==> config.mk <==
export PLATFORM = sky130hd
export DESIGN_NAME = tlge_ctrl
export DESIGN_NICKNAME = d
export VERILOG_FILES = /design/src/rtl/tlge_pkg.sv /design/src/rtl/tlge_ctrl.sv
export SDC_FILE = /design/constraint.sdc
export NUM_CORES = 1
export LEC_CHECK = 0
export CAP_MARGIN = 20
export CORE_MARGIN = 2
export CORE_UTILIZATION = 30
export CTS_BUF_LIST = sky130_fd_sc_hd__clkbuf_4
export DETAILED_ROUTE_END_ITERATION = 10
export DONT_BUFFER_PORTS = 1
export PLACE_DENSITY_LB_ADDON = 0.08
export SYNTH_ARGS = -nofsm -noshare
export SYNTH_HDL_FRONTEND = slang
export SYNTH_SLANG_ARGS = --single-unit
==> constraint.sdc <==
create_clock -name clk -period 4.8 [get_ports clk]
set_input_delay 0.24 -clock clk [delete_from_list [all_inputs] [get_ports clk]]
set_output_delay 0.24 -clock clk [all_outputs]
set_load 0.03 [all_outputs]
==> src/rtl/tlge_pkg.sv <==
// Shared types and constants for the toroidal life grid engine.
// No dependencies; imported by the controller, the datapath and the top level.
package tlge_pkg;

	localparam int GRID_DIM_DEF = 32;

	localparam logic [2:0] MODE_SET     = 3'd0;
	localparam logic [2:0] MODE_CLEAR   = 3'd1;
	localparam logic [2:0] MODE_ADVANCE = 3'd2;
	localparam logic [2:0] MODE_READ    = 3'd3;
	localparam logic [2:0] MODE_WIPE    = 3'd4;

	typedef enum logic [2:0] {
		OP_IDLE,
		OP_LOAD,
		OP_WRITE,
		OP_SCAN,
		OP_GEN,
		OP_DECIDE,
		OP_WIPE,
		OP_REPORT
	} dp_op_t;

	typedef struct packed {
		dp_op_t op;
		logic   first;
		logic   last;
	} dp_cmd_t;

	typedef struct packed {
		logic gen_stop;
	} dp_status_t;

endpackage

==> src/rtl/tlge_ctrl.sv <==
// Controller state machine of the life grid engine: sequences row sweeps.
// Depends on tlge_pkg; drives commands into tlge_datapath.
module tlge_ctrl #(
	parameter int GRID_DIM = tlge_pkg::GRID_DIM_DEF
) (
	input  logic                 clk,
	input  logic                 arst_n,
	input  logic                 start,
	input  logic [2:0]           mode,
	input  logic [7:0]           gen_count,
	input  tlge_pkg::dp_status_t status,
	output tlge_pkg::dp_cmd_t    cmd,
	output logic                 busy,
	output logic                 done
);
	import tlge_pkg::*;

	localparam int CW = $clog2(GRID_DIM);

	typedef enum logic [2:0] {
		S_IDLE,
		S_WRITE,
		S_SCAN,
		S_GEN,
		S_DECIDE,
		S_WIPE,
		S_REPORT
	} state_t;

	state_t         state_q;
	logic [CW-1:0]  cnt_q;
	logic           busy_q;
	logic           done_q;
	logic           first;
	logic           last;

	assign first = (cnt_q == '0);
	assign last  = (cnt_q == CW'(GRID_DIM - 1));
	assign busy  = busy_q;
	assign done  = done_q;

	always_comb begin
		cmd.first = first;
		cmd.last  = last;
		case (state_q)
			S_IDLE:   cmd.op = (start) ? OP_LOAD : OP_IDLE;
			S_WRITE:  cmd.op = OP_WRITE;
			S_SCAN:   cmd.op = OP_SCAN;
			S_GEN:    cmd.op = OP_GEN;
			S_DECIDE: cmd.op = OP_DECIDE;
			S_WIPE:   cmd.op = OP_WIPE;
			S_REPORT: cmd.op = OP_REPORT;
			default:  cmd.op = OP_IDLE;
		endcase
	end

	always_ff @(posedge clk or negedge arst_n) begin
		if (!arst_n) begin
			state_q <= S_IDLE;
			cnt_q   <= '0;
			busy_q  <= 1'b0;
			done_q  <= 1'b0;
		end else begin
			done_q <= 1'b0;
			case (state_q)
				S_IDLE: begin
					cnt_q <= '0;
					if (start) begin
						busy_q <= 1'b1;
						case (mode)
							MODE_SET, MODE_CLEAR: state_q <= S_WRITE;
							MODE_ADVANCE:         state_q <= (gen_count == 8'd0) ? S_REPORT : S_GEN;
							MODE_WIPE:            state_q <= S_WIPE;
							default:              state_q <= S_REPORT;
						endcase
					end
				end
				S_WRITE: begin
					cnt_q   <= '0;
					state_q <= S_SCAN;
				end
				S_SCAN: begin
					cnt_q <= cnt_q + 1'b1;
					if (last) begin
						state_q <= S_REPORT;
					end
				end
				S_GEN: begin
					cnt_q <= cnt_q + 1'b1;
					if (last) begin
						state_q <= S_DECIDE;
					end
				end
				S_DECIDE: begin
					cnt_q   <= '0;
					state_q <= (status.gen_stop) ? S_REPORT : S_GEN;
				end
				S_WIPE: begin
					state_q <= S_REPORT;
				end
				S_REPORT: begin
					busy_q  <= 1'b0;
					done_q  <= 1'b1;
					state_q <= S_IDLE;
				end
				default: begin
					state_q <= S_IDLE;
				end
			endcase
		end
	end

endmodule

Word level (Yosys, flattened, before mapping)
Index checks and enable logic that the tools add are counted.
W data, S select, Z words.
Operators by class
  divide/modulo/power cells: 0
  muxes and demuxes: 13
  shift-type cells: 0
  $lt $le $gt $ge: 0
  reductions and logical operators: 11
  bitwise logic cells: 0
  eq/ne operators: 13
  add/subtract/negate cells: 1
  multiply operators: 0
Operator list (number)
  $pmux W3 S7: 1
  $pmux W3 S6: 1
  $mux W3: 5
  $eq A3 B3 Y1 const B: 4
  $pmux W5 S2: 1
  $eq A3 B2 Y1 const B: 3
  $pmux W3 S3: 1
  $logic_not A8 Y1: 1
  $eq A3 B1 Y1 const B: 2
  $logic_not A3 Y1: 2
  $ne A2 B2 Y1 const B: 3
  $add A5 B1 Y5 const B: 1
  $eq A5 B5 Y1 const B: 1
  $logic_not A5 Y1: 1
  $reduce_bool A2 Y1: 2
  $reduce_or A2 Y1: 2
  $mux W1: 3
  $reduce_and A3 Y1: 1
  $reduce_or A3 Y1: 1
  $pmux W1 S2: 1
  $reduce_and A2 Y1: 1
Storage, ports and cells
  memories: 0
  word-level logic and storage cells: 42
  memory bits (read-only): 0
  bits in latches: 0
  RAM bits: 0
  register bits after elaboration: 10
  input bits: 15

Logic depth before layout (Yosys ltp)
  depth in word-level cells: 5
  gate-level depth with buffers: 7
  gate-level depth less buffers: 7

Least setup slack after synthesis
OpenSTA, ideal clock, no wires.
  path kind: flip-flop to flip-flop
  start point: reg cnt_q[0]
  end point: reg state_q[0]
  slack: 3.096 ns
  arrival time: 1.586 ns
  buffers on the path: 0
  library setup time: 0.118 ns
  cell stages (with the launch flop): 8
  clock period less this slack: 1.704 ns
  cell sequence: dfrtp_1 ha_1 and3_1 ha_1 o21bai_1 a21oi_1 a21oi_1 a21o_1
Between the ends
  cells in the longest elaborated chain, start to end: 3
Ends and longest elaborated chain
  from (decl): RTL line tlge_ctrl.sv:31  | logic [CW-1:0] cnt_q;
  from (signal assigned): RTL line tlge_ctrl.sv:83  | cnt_q <= cnt_q + 1'b1;
  from (signal assigned): RTL line tlge_ctrl.sv:89  | cnt_q <= cnt_q + 1'b1;
  $eq A5 B5 Y1 *: RTL line tlge_ctrl.sv:38  | assign last = (cnt_q == CW'(GRID_DIM - 1));
  named net last: RTL line tlge_ctrl.sv:35  | logic last;
  $ne A2 B2 Y1 (no source line)
  $reduce_and A3 Y1 (no source line) *
  to (signal assigned): RTL line tlge_ctrl.sv:72  | MODE_ADVANCE: state_q <= (gen_count == 8'd0) ? S_REPORT : S_GEN;
  to (signal assigned): RTL line tlge_ctrl.sv:96  | state_q <= (status.gen_stop) ? S_REPORT : S_GEN;
  to (decl): RTL line tlge_ctrl.sv:30  | state_t state_q;
The timed path passes the listed nets; every way through them passes the cells marked *.
A chain may end at the register's enable or synchronous reset.

==> results.toml <==
[outcome]
status = "completed"

[detailed_routing]
via_per_inst = 4.93
drc = 0
drt-total-wl_mm = 1.36
vias = 518
drt-pass1-iter-count = 3
drt_first_iter_violations = 11
wl_per_cell_um = 13.0
postRouteAntennaNets = 0

[logic_synthesis]
synth_flop_cell = "dfrtp_1"
synth.top_cells.by_area = "dfrtp_1, ha_1, a21oi_1"
syn_inst = 76
synth_fp_nets = 98
synth.cell_area_um2 = 694
synth.distinct_cells = 28
avgSynthCellArea_um2 = 9.14
yosysSeqAreaShare = 0.360
synth_edf_count = 0
synth_top_area_frac = 0.360
ys_seq_elements = 10
yosysWarnings = 0
synth_top_area_cell = "dfrtp_1"
postSynth.asyncResetShare = 1.00

[finish]
final_cell_area_um2 = 743
drive_above_1_share = 0.104
diodes = 0
fill_cells = 232
regArea_um2 = 250
nets = 100
multi_input_area_um2 = 392
area_growth_syn_to_layout_pct = 7.03

[floorplan]
die_h_um = 52.1
io_pins = 22
fp-row-count = 17
initial_core_util = 0.317
die_w_um = 52.1
fp.dieArea_um2 = 2720
core_area_um2 = 2190

[timing]
fin_skew_ns = 0.00187
period_share = 0.425
finalMaxSlewViolations = 0
period_needed_ns = 2.04
finalSetupViolations = 0
slew-limit-headroom = 0.563
finalHoldViolCount = 0
grt_setup_unrepaired = "no"
setup_tns_ns = 0
max_freq_mhz = 490
tightest_slew_ns = 0.657

[critical_path]
path_class = "register to register"
cp_max_fo = 5
worstPathCellList = "ha_1 -> and3_1 -> ha_1 -> o21bai_1 -> a21oi_1 -> a21oi_1 -> a21o_1"
cp_slowest_stage_delay_ns = 0.42
worst_setup_path_start_kind = "register"
worst-endpoint-arrival_ns = 2.20
crit_family = "compound AO/OA/AOI/OAI gates"
crit_path_end_kind = "register"
reg2reg_slack_ns = 2.76
cp.required_ns = 4.96
cp_num_buf_inv = 0
slowest_stage = "dfrtp_1"

[global_routing]
grtUsageMet1 = 0.145
grt_pass1_wl_mm = 2.21
gr-max-usage-layer = "met2"
grt_use_met3 = 0.0546
grt_max_degree = 13
antenna_found_initial = 0
grt_pass1_vias = 481
grt_overflow_total = 0
grt.total_usage = 0.116
grt.met2_usage = 0.162

[placed_design]
io_buffers = 0
hpwl_mm = 1.01
place.gp.congestion = 0.737
place_area_um2 = 707

[cts]
cts_max_level = 1
cts_tree = "done"
cts.clk_slew.worst_paths_ns = 0.07
cts-root-buf = "clkbuf_4"
post_cts_buffers = 0
cts.sinks = 10
cts_resized = 0
cts_hold_buf = 1
clk_latency_ns = 0.26
clk_path_buf_depth = 2
cts_buffers = 3

[hold_path]
hold_path.class = "primary input to register"

[pwr]
peakVddDrop_uv = 188
p_per_area_nw_per_um2 = 629
leakagePower_uw = 0.000342

[flow_run]
maxCapViolCount = 0
worst paths after layout:
check	start	to	cells after the start
worst max register to register	cnt_q[0]	state_q[0]	7
worst min-delay path	start	busy	2
max in group asynchronous	arst_n	state_q[1]	1
worst max-delay path	cnt_q[0]	state_q[0]	7
worst min register to register	state_q[0]	state_q[0]	1
min in group asynchronous	arst_n	done	1
placed cells by master (no fill, tap or decap), drive strengths merged, types with 3 or more instances in the layout:
cell type  Yosys  final
ha             7      7
a211oi         3      3
a21oi          7      7
nor2b          3      3
clkbuf         0      3
inv            6      6
nor2           9      9
o21ai          4      4
dfrtp         10     10
Yosys cell counts (3+ instances only):
cell / n
a21oi_1: 7
nor2_1: 9
buf_2: 3
ha_1: 7
nor2b_1: 3
dfrtp_1: 10
inv_1: 6
logic make-up (layout without fill, tap and decap cells):
kind of cell               count (synthesis)  in the layout  synth area share
DFF                                       10             10             0.360
buffers and inverters                     11             12            0.0757
and+or+nand+nor                           24             24             0.198
AOI/OAI and AO/OA                         20             20             0.187
muxes                                      1              1            0.0144
adders and majority gates                  7              7             0.126
xor gates and xnor gates                   3              3            0.0378
worst register-to-register path, cell delays in order (launching register included):
cell and delay [ns]:
dfrtp_1 0.42, ha_1 0.22, and3_1 0.18, ha_1 0.31, o21bai_1 0.21, a21oi_1 0.36
a21oi_1 0.08, a21o_1 0.16
state kept, by name, indices dropped and copies added (netlist names):
register  cells
busy          1
cnt_q         5
done          1
state_q       3
layout make-up:
cell class,count,share of cell area
Multi-Input combinational cell,55,0.527
Sequential cell,10,0.337
Tap cell,28,0.0471
Clock buffer,3,0.0303
Inverter,6,0.0303
Timing Repair Buffer,2,0.0236
Clock inverter,1,0.00505
power breakdown:
group | switching (uW) | internal (uW) | total [uW] | leakage (uW)
Combinational | 157 | 96.6 | 254 | 0.000197
Sequential | 42.0 | 110 | 152 | 0.000129
Clock | 31.5 | 30.0 | 61.5 | 0.0000154
routing by layer:
metal	up-vias	wire length, um
met5	-	0
met2	20	557
li1	262	-
met3	2	120
met1	234	668
met4	0	16
through the flow:
step,instances,utilization,total power (uW),setup WS [ns],hold WS (ns)
2_1_floorplan,76,-,377,3.10,-0.0556
3_3_place_gp,100,0.323,412,2.78,-0.0553
3_5_place_dp,100,0.323,408,2.77,-0.0553
4_1_cts,105,0.339,473,2.75,0.177
5_1_grt,105,0.339,512,2.55,0.207
6_report,105,0.339,468,2.76,0.184
No activity file was read; power rests on OpenSTA's default activity.
